File: src/rtl/lbm_pkg.sv
// ----------------------------------------------------------------------------
// D2Q9 BGK collision package
// Shared beat types, pipeline latencies and lattice constants.
// ----------------------------------------------------------------------------
package lbm_pkg;

  localparam int DW        = 24;
  localparam int RATE_W    = 22;
  localparam int RATE_FRAC = 20;
  localparam int N_DIR     = 9;
  localparam int MOM_W     = 27;
  localparam int DIV_QB    = 25;
  localparam int DIV_LAT   = DIV_QB + 2;
  localparam int SQ_LAT    = 2;
  localparam int LANE_LAT  = 9;
  localparam int UU_W      = 48;

  localparam logic [RATE_W-1:0] RATE_RESET = 22'd1048576;

  localparam logic [32:0] RECIP9    = 33'd7635497416;
  localparam int          RECIP_SH  = 36;
  localparam logic [32:0] BIAS9     = 33'd4831838208;
  localparam int          BIAS_SH   = 29;

  typedef logic signed [DW-1:0] sample_t;

  typedef struct packed {
    sample_t f_rest;
    sample_t f_n;
    sample_t f_ne;
    sample_t f_e;
    sample_t f_se;
    sample_t f_s;
    sample_t f_sw;
    sample_t f_w;
    sample_t f_nw;
  } in_t;

  typedef struct packed {
    sample_t g_rest;
    sample_t g_n;
    sample_t g_ne;
    sample_t g_e;
    sample_t g_se;
    sample_t g_s;
    sample_t g_sw;
    sample_t g_w;
    sample_t g_nw;
    sample_t density;
    sample_t vel_x;
    sample_t vel_y;
  } out_t;

  typedef enum logic [1:0] {
    WT_16,
    WT_4,
    WT_1
  } wt_e;

  localparam logic signed [1:0] CX [N_DIR] =
    '{2'sd0, 2'sd0, 2'sd1, 2'sd1, 2'sd1, 2'sd0, -2'sd1, -2'sd1, -2'sd1};
  localparam logic signed [1:0] CY [N_DIR] =
    '{2'sd0, 2'sd1, 2'sd1, 2'sd0, -2'sd1, -2'sd1, -2'sd1, 2'sd0, 2'sd1};
  localparam wt_e WT [N_DIR] =
    '{WT_16, WT_4, WT_1, WT_4, WT_1, WT_4, WT_1, WT_4, WT_1};

endpackage

File: src/rtl/lbm_div.sv
// ----------------------------------------------------------------------------
// Pipelined velocity divider
// Floor division of momentum by density, one quotient bit per stage.
// ----------------------------------------------------------------------------
module lbm_div #(
  parameter int FRAC_BITS = 20
) (
  input  logic                             clk_i,
  input  logic signed [lbm_pkg::MOM_W-1:0] num_i,
  input  lbm_pkg::sample_t                 den_i,
  output lbm_pkg::sample_t                 quo_o
);
  import lbm_pkg::*;

  localparam int NW = MOM_W + FRAC_BITS;
  localparam int CW = (NW + 1 > DW + DIV_QB) ? NW + 1 : DW + DIV_QB;
  localparam int QW = DIV_QB + 2;
  localparam logic signed [QW-1:0] Q_MAX = QW'(8388607);
  localparam logic signed [QW-1:0] Q_MIN = -QW'(8388608);

  logic signed [NW-1:0] nsh;
  logic [NW-1:0]        mag;
  logic [CW-1:0]        mag_c;
  logic [CW-1:0]        den_c;
  logic                 neg_d;
  logic                 ovf_d;
  logic                 zero_d;

  logic [CW-1:0]        rem_q  [DIV_QB+1];
  logic [DIV_QB-1:0]    quo_q  [DIV_QB+1];
  logic [DW-2:0]        den_q  [DIV_QB];
  logic                 neg_q  [DIV_QB+1];
  logic                 ovf_q  [DIV_QB+1];
  logic                 zero_q [DIV_QB+1];

  logic [CW-1:0]        rem_n  [DIV_QB];
  logic [DIV_QB-1:0]    quo_n  [DIV_QB];

  logic signed [QW-1:0] qv;
  logic signed [QW-1:0] qinc;
  logic signed [QW-1:0] val;
  sample_t              quo_d;
  sample_t              quo_q_r;

  always_comb begin
    nsh    = NW'(num_i) <<< FRAC_BITS;
    neg_d  = num_i[MOM_W-1];
    mag    = neg_d ? NW'(-nsh) : NW'(nsh);
    mag_c  = CW'(mag);
    den_c  = CW'(den_i[DW-2:0]);
    zero_d = den_i[DW-1] || (den_i == '0);
    ovf_d  = mag_c >= (den_c << DIV_QB);
  end

  always_comb begin
    logic [CW:0] trial;
    for (int i = 0; i < DIV_QB; i++) begin
      trial    = {1'b0, rem_q[i]} - {1'b0, (CW'(den_q[i]) << (DIV_QB - 1 - i))};
      rem_n[i] = trial[CW] ? rem_q[i] : trial[CW-1:0];
      quo_n[i] = quo_q[i];
      quo_n[i][DIV_QB-1-i] = ~trial[CW];
    end
  end

  always_ff @(posedge clk_i) begin
    rem_q[0]  <= mag_c;
    quo_q[0]  <= '0;
    den_q[0]  <= den_i[DW-2:0];
    neg_q[0]  <= neg_d;
    ovf_q[0]  <= ovf_d;
    zero_q[0] <= zero_d;
    for (int i = 0; i < DIV_QB; i++) begin
      rem_q[i+1]  <= rem_n[i];
      quo_q[i+1]  <= quo_n[i];
      if (i < DIV_QB - 1) begin
        den_q[i+1] <= den_q[i];
      end
      neg_q[i+1]  <= neg_q[i];
      ovf_q[i+1]  <= ovf_q[i];
      zero_q[i+1] <= zero_q[i];
    end
    quo_q_r <= quo_d;
  end

  always_comb begin
    qv   = $signed({2'b00, quo_q[DIV_QB]});
    qinc = qv + ((rem_q[DIV_QB] != '0) ? QW'(1) : QW'(0));
    val  = neg_q[DIV_QB] ? -qinc : qv;
    if (zero_q[DIV_QB]) begin
      quo_d = '0;
    end else if (ovf_q[DIV_QB]) begin
      quo_d = neg_q[DIV_QB] ? sample_t'(Q_MIN) : sample_t'(Q_MAX);
    end else if (val > Q_MAX) begin
      quo_d = sample_t'(Q_MAX);
    end else if (val < Q_MIN) begin
      quo_d = sample_t'(Q_MIN);
    end else begin
      quo_d = val[DW-1:0];
    end
  end

  assign quo_o = quo_q_r;

endmodule

File: config.mk
export PLATFORM = sky130hd
export DESIGN_NAME = lbm_div
export DESIGN_NICKNAME = d
export VERILOG_FILES = /design/src/rtl/lbm_pkg.sv /design/src/rtl/lbm_div.sv
export SDC_FILE = /design/constraint.sdc
export NUM_CORES = 2
export LEC_CHECK = 0
export BUFFER_PORTS_ARGS = -buffer_cell sky130_fd_sc_hd__buf_4
export CORE_MARGIN = 4
export CORE_UTILIZATION = 60
export CTS_BUF_LIST = sky130_fd_sc_hd__clkbuf_8
export DETAILED_ROUTE_END_ITERATION = 16
export PLACE_DENSITY = 0.83
export SYNTH_ARGS = -nofsm -noshare
export SYNTH_HDL_FRONTEND = slang
export SYNTH_SLANG_ARGS = --single-unit
File: constraint.sdc
create_clock -name clk_i -period 6.8 [get_ports clk_i]
set_input_delay 1.36 -clock clk_i [delete_from_list [all_inputs] [get_ports clk_i]]
set_output_delay 1.36 -clock clk_i [all_outputs]
set_load 0.005 [all_outputs]
# Yosys cells after proc, flatten, opt, wreduce, memory -nomap -nowiden
# Memories as Yosys holds them, arrays and structs flattened.
# Cells that the tools add are included.
# classes
muxes	32
reduce_logical	3
n_bitwise	25
order_cmp	3
n_addsub	28
# op_table
op	count
49-bit 2-to-1 mux	25
24-bit 2-to-1 mux	4
49-bit by 23-bit subtractor with 50-bit output	1
49-bit by 24-bit subtractor with 50-bit output	1
49-bit by 25-bit subtractor with 50-bit output	1
49-bit by 26-bit subtractor with 50-bit output	1
49-bit by 27-bit subtractor with 50-bit output	1
49-bit by 28-bit subtractor with 50-bit output	1
49-bit by 29-bit subtractor with 50-bit output	1
49-bit by 30-bit subtractor with 50-bit output	1
49-bit by 31-bit subtractor with 50-bit output	1
49-bit by 32-bit subtractor with 50-bit output	1
49-bit by 33-bit subtractor with 50-bit output	1
49-bit by 34-bit subtractor with 50-bit output	1
49-bit by 35-bit subtractor with 50-bit output	1
49-bit by 36-bit subtractor with 50-bit output	1
49-bit by 37-bit subtractor with 50-bit output	1
49-bit by 38-bit subtractor with 50-bit output	1
49-bit by 39-bit subtractor with 50-bit output	1
49-bit by 40-bit subtractor with 50-bit output	1
49-bit by 41-bit subtractor with 50-bit output	1
49-bit by 42-bit subtractor with 50-bit output	1
49-bit by 43-bit subtractor with 50-bit output	1
49-bit by 44-bit subtractor with 50-bit output	1
other kinds (16)	40
# word_totals
ff_bits	24
output_inout_bits	24
input_bits	52
mem_bits_rw	2577
wordCells	98
n_memories	6
# mem_list
memory	words	word_bits	rd	rd_clocked_by_memory_dff	wr	line_no	text
rem_q	26	49	26	0	26	lbm_div.sv:29	logic [CW-1:0] rem_q [DIV_QB+1];
quo_q	26	25	26	0	26	lbm_div.sv:30	logic [DIV_QB-1:0] quo_q [DIV_QB+1];
den_q	25	23	25	0	25	lbm_div.sv:31	logic [DW-2:0] den_q [DIV_QB];
neg_q	26	1	26	0	26	lbm_div.sv:32	logic neg_q [DIV_QB+1];
ovf_q	26	1	26	0	26	lbm_div.sv:33	logic ovf_q [DIV_QB+1];
zero_q	26	1	26	0	26	lbm_div.sv:34	logic zero_q [DIV_QB+1];

# Logic depth before layout (Yosys ltp)
# An unclocked memory read counts as a cell.
# depth
word_depth	10
ltp_mapped	19
ltp_nobuf	19

# Least setup slack after synthesis
# Ideal clock, no wire load.
# synth_timing
path_type	in2reg
startpoint	in num_i[1] (netlist bit)
endpoint	mem ovf_q[0][0]
path_stages	18
arrival_ns	5.166
slack_ns	1.552
setup_ns	0.082
required_ns	6.718
path_cell_list	inv_1 ha_1 nand2_1 or4_1 or3_1 or4_1 or3_1 or3_1 o31ai_1 xnor2_1 ha_1 and4b_1 nand4_1 nor3_1 nand2_1 nor4_1 a211oi_1 o221ai_1
# synth_lines
element	line_no	text
start: declaration	lbm_div.sv:9	input logic signed [lbm_pkg::MOM_W-1:0] num_i,
end: declaration	lbm_div.sv:33	

==> qor.txt <==
========================================================================================================
Most common flop cell mapped by yosys                                                            dfxtp_1
Synthesized instance count                                                                          8857
Total standard cell area after synthesis                                                      83500 um^2
IR Drop Worst-Case VDD                                                                          0.310 mV
Half-perimeter wire length of the detailed placement result                                       133 mm
Final min period                                                                                 5.22 ns
Kind of end point of the critical path                                                          register
Hold path depth                                                                                        0
CP Max Fanout                                                                                          4
Startpoint of the lowest-slack hold path                                                    quo_q[0][244]
CTS max path bufs                                                                                      4
Maximum clock frequency                                                                          192 MHz
Non-Filler Instances                                                                               11200
Post-CTS Hold Buffers                                                                                  0
Post-CTS Setup Inserts                                                                                 0
Worst slew margin relative to its limit                                                            14.1%
Post-place instance area                                                                      86000 um^2
Most frequent cell on the critical path                                                            or3_1
GPL Wtd Cong                                                                                       0.897
Fraction of synthesized cell area taken by the top area cell type                                  47.1%
Total core area                                                                              138000 um^2
Yosys warnings                                                                                         0
Synth Register Bits                                                                                 1964
Synth cell types                                                                                      97
Hold violation total from the final report                                                             0
CTS Buf Count                                                                                        319
Routed Wire Length                                                                                181 mm
Slowest CP cell                                                                                    or4_1
CTS tree                                                                                             yes
Standard-cell row count                                                                              136
Final global-route overflow total                                                                      0
Via count of the first global-routing pass                                                         63100
Worst path cell trace                                                                       buf_4, inv_1, ha_1, nand2_1, or4_1, or3_1, or4_1, or3_1, or3_1, o31ai_1, xnor2_1, ha_1, and4b_1, nand4_1, nor3_1, nand2_1, nor4_1, a211oi_1, o221ai_1
Power density over the cells                                                                 492 nW/um^2
Cells taking the most area after synthesis                                                  dfxtp_1 47%, ha_1 9.1%, xnor2_1 4.4%
Post-Route Hold Slack                                                                           0.273 ns
Unrepaired setup endpoints after global routing                                                       no
Number of port buffers                                                                                75
Iteration-0 DRC Markers                                                                             4309
Final cycle utilization of the critical path                                                       76.8%
Path type of the worst min-delay path                                                         reg -> reg
Critical path class                                                                            in -> reg
Layout cell share with drive strength beyond 1                                                     7.99%
GR Util All Layers                                                                                 24.3%
Total clock sinks                                                                                   1964
Number of flops mapped to enable cells by yosys                                                        0
DIE HEIGHT                                                                                        381 um
Crit path arrival time                                                                           6.12 ns
Async S/R FF share, synth                                                                             0%
Critical Path Start                                                                             num_i[1]
Largest area contributor in the synthesized netlist                                              dfxtp_1
Mean number of vias per cell                                                                        5.61
First-pass GRT wire length                                                                        300 mm
Post-CTS clock slew at the launch and capture registers of the worst setup and hold paths        0.06 ns
Worst Hold Endpoint                                                                         quo_q[0][269]
Setup slack of the worst register-to-register path                                               1.82 ns
GRT busiest layer                                                                                   met2
Number of nets at the end of the flow                                                               9808
I/O pin count                                                                                         76
Largest net degree at the start of global routing                                                     48
DRC violations left                                                                                    0
Antenna viol nets, final                                                                               0
Post-route cell area                                                                          92600 um^2
Die span in x                                                                                     381 um
First-pass iteration count of the detailed router                                                      8
Largest clock skew in the final design                                                          0.101 ns
Routed wire per std cell                                                                         16.3 um
Clock latency reported for the late side of the worst-skew pair                                  1.01 ns
Number of placed instances, taps included                                                          10600
H-tree level count                                                                                     5
Most used cells in the layout excluding fill and tap cells                                  1964 x dfxtp_1, 854 x inv_1, 636 x nand2_1
Clk root buf                                                                                    clkbuf_8
Post-synthesis average cell area                                                               9.43 um^2
RR Endpoint                                                                                 rem_q[0][244]
Initial antenna violation count                                                                        3
Resize count post-CTS                                                                                  0
Synth-to-Final Area Change                                                                         10.9%
Aggregate negative setup slack                                                                      0 ns
Number of failing setup endpoints in the final timing report                                           0
Standby leakage power                                                                            42.2 nW
Starting density of the core                                                                       60.6%
Reg-to-reg critical path startpoint                                                         rem_q[0][168]
Total vias in the final route                                                                      62600
Die footprint                                                                                145000 um^2
Post-synthesis sequential area ratio                                                               47.1%
Global routing met1 resource utilization                                                           27.3%
Met2 Use GR                                                                                        45.0%
Count of max-cap constraint violations                                                                 0
Global Route met3 Usage                                                                            3.74%
Net count after synthesis                                                                           9540
Sum of internal, switching and leakage power                                                     45.6 mW
Max Transition Viols Final                                                                             0
Depth of the worst register-to-register path                                                          16
Run status                                                                                     completed
Data required time at the worst endpoint                                                         7.70 ns
Most frequent standard cell in the layout excluding fill and tap cells                           dfxtp_1
Critical path startpoint category                                                           primary input
Worst stage delay on the critical path                                                           0.44 ns
Measured slew at the worst slew-check pin                                                        1.28 ns
========================================================================================================
==> sequential cells by signal, indices dropped and copies added (netlist names) <==
name,flops
quo_o,24
ovf_q,26
zero_q,26
den_q,575
neg_q,26
quo_q,325
rem_q,962
==> area by class of cell <==
type	instances	area, um^2
Tap cell	1794	2240
Inverter	777	2920
Multi-Input combinational cell	5965	40800
Fill cell	10300	45200
Clock buffer	403	5550
Antenna cell	7	17.5
Clock inverter	146	1070
Timing Repair Buffer	98	736
Sequential cell	1964	39300
==> per-layer routing <==
metal,up-vias,share of wire (%),wire length (um)
met5,-,0,0
met4,0,4.3,7850
met3,549,4.1,7460
met2,1655,51,92600
met1,29400,41,73600
li1,31000,-,-
==> Yosys cell counts, types with 13 or more instances <==
cell,instances
xor2_1,389
a31oi_1,51
o211ai_1,31
o2111ai_1,22
nand2_1,636
nand2b_1,148
mux2i_1,25
fa_1,25
clkbuf_1,112
and2_1,60
or4_1,37
buf_1,16
o41ai_1,17
nor3_1,212
xnor2_1,420
a21oi_1,617
nor4_1,85
and4_1,18
nor2_1,608
and3_1,34
dfxtp_1,1964
mux2_2,103
a21o_1,265
a2111oi_0,13
buf_2,13
or3_1,94
a21boi_0,25
nand4_1,57
nand3_1,135
or2_2,32
o21bai_1,44
o31ai_1,48
nor2b_1,117
inv_1,771
ha_1,606
o21ai_0,573
nand3b_1,16
a211oi_1,61
o21a_1,112
a211o_1,19
==> worst max path at each step <==
stage	end	slack, ns	cells past startpoint
after detailed placement	ovf_q[0][0]	0.61	19
after global placement	ovf_q[0][0]	0.75	18
after floorplan	ovf_q[0][0]	1.55	18
final	ovf_q[0][0]	1.58	19
after global routing	ovf_q[0][0]	1.27	19
after CTS	ovf_q[0][0]	1.66	19
==> report_power, final <==
group          switching (mW)  internal (mW)
logic                    9.72           8.08
clock network            4.45           5.96
registers                2.38           15.0
==> metrics by stage <==
step	utilization [%]	worst slack (ns)
6_report	67.2	1.58
5_1_grt	67.2	1.27
3_3_place_gp	62.4	0.753
3_5_place_dp	62.4	0.612
2_1_floorplan	-	1.55
4_1_cts	67.2	1.66
==> critical path, delay by kind of cell <==
family / cells / cell delay [ns]
buf+inv: 2 / 0.21
xor+xnor: 1 / 0.14
simple gates: 11 / 3.28
compound gates: 3 / 0.57
fa+ha+maj: 2 / 0.54
==> cell families after synthesis <==
group	synth area share (%)
XOR/XNOR	8.48
buffers and inverters	4.25
other	0.00449
multiplexers	1.71
AO/OA/AOI/OAI	15.1
AND/OR/NAND/NOR	13.7
adder cells (fa/ha/maj)	9.67
flip-flops	47.1
Power figures use the tool's default switching activity.
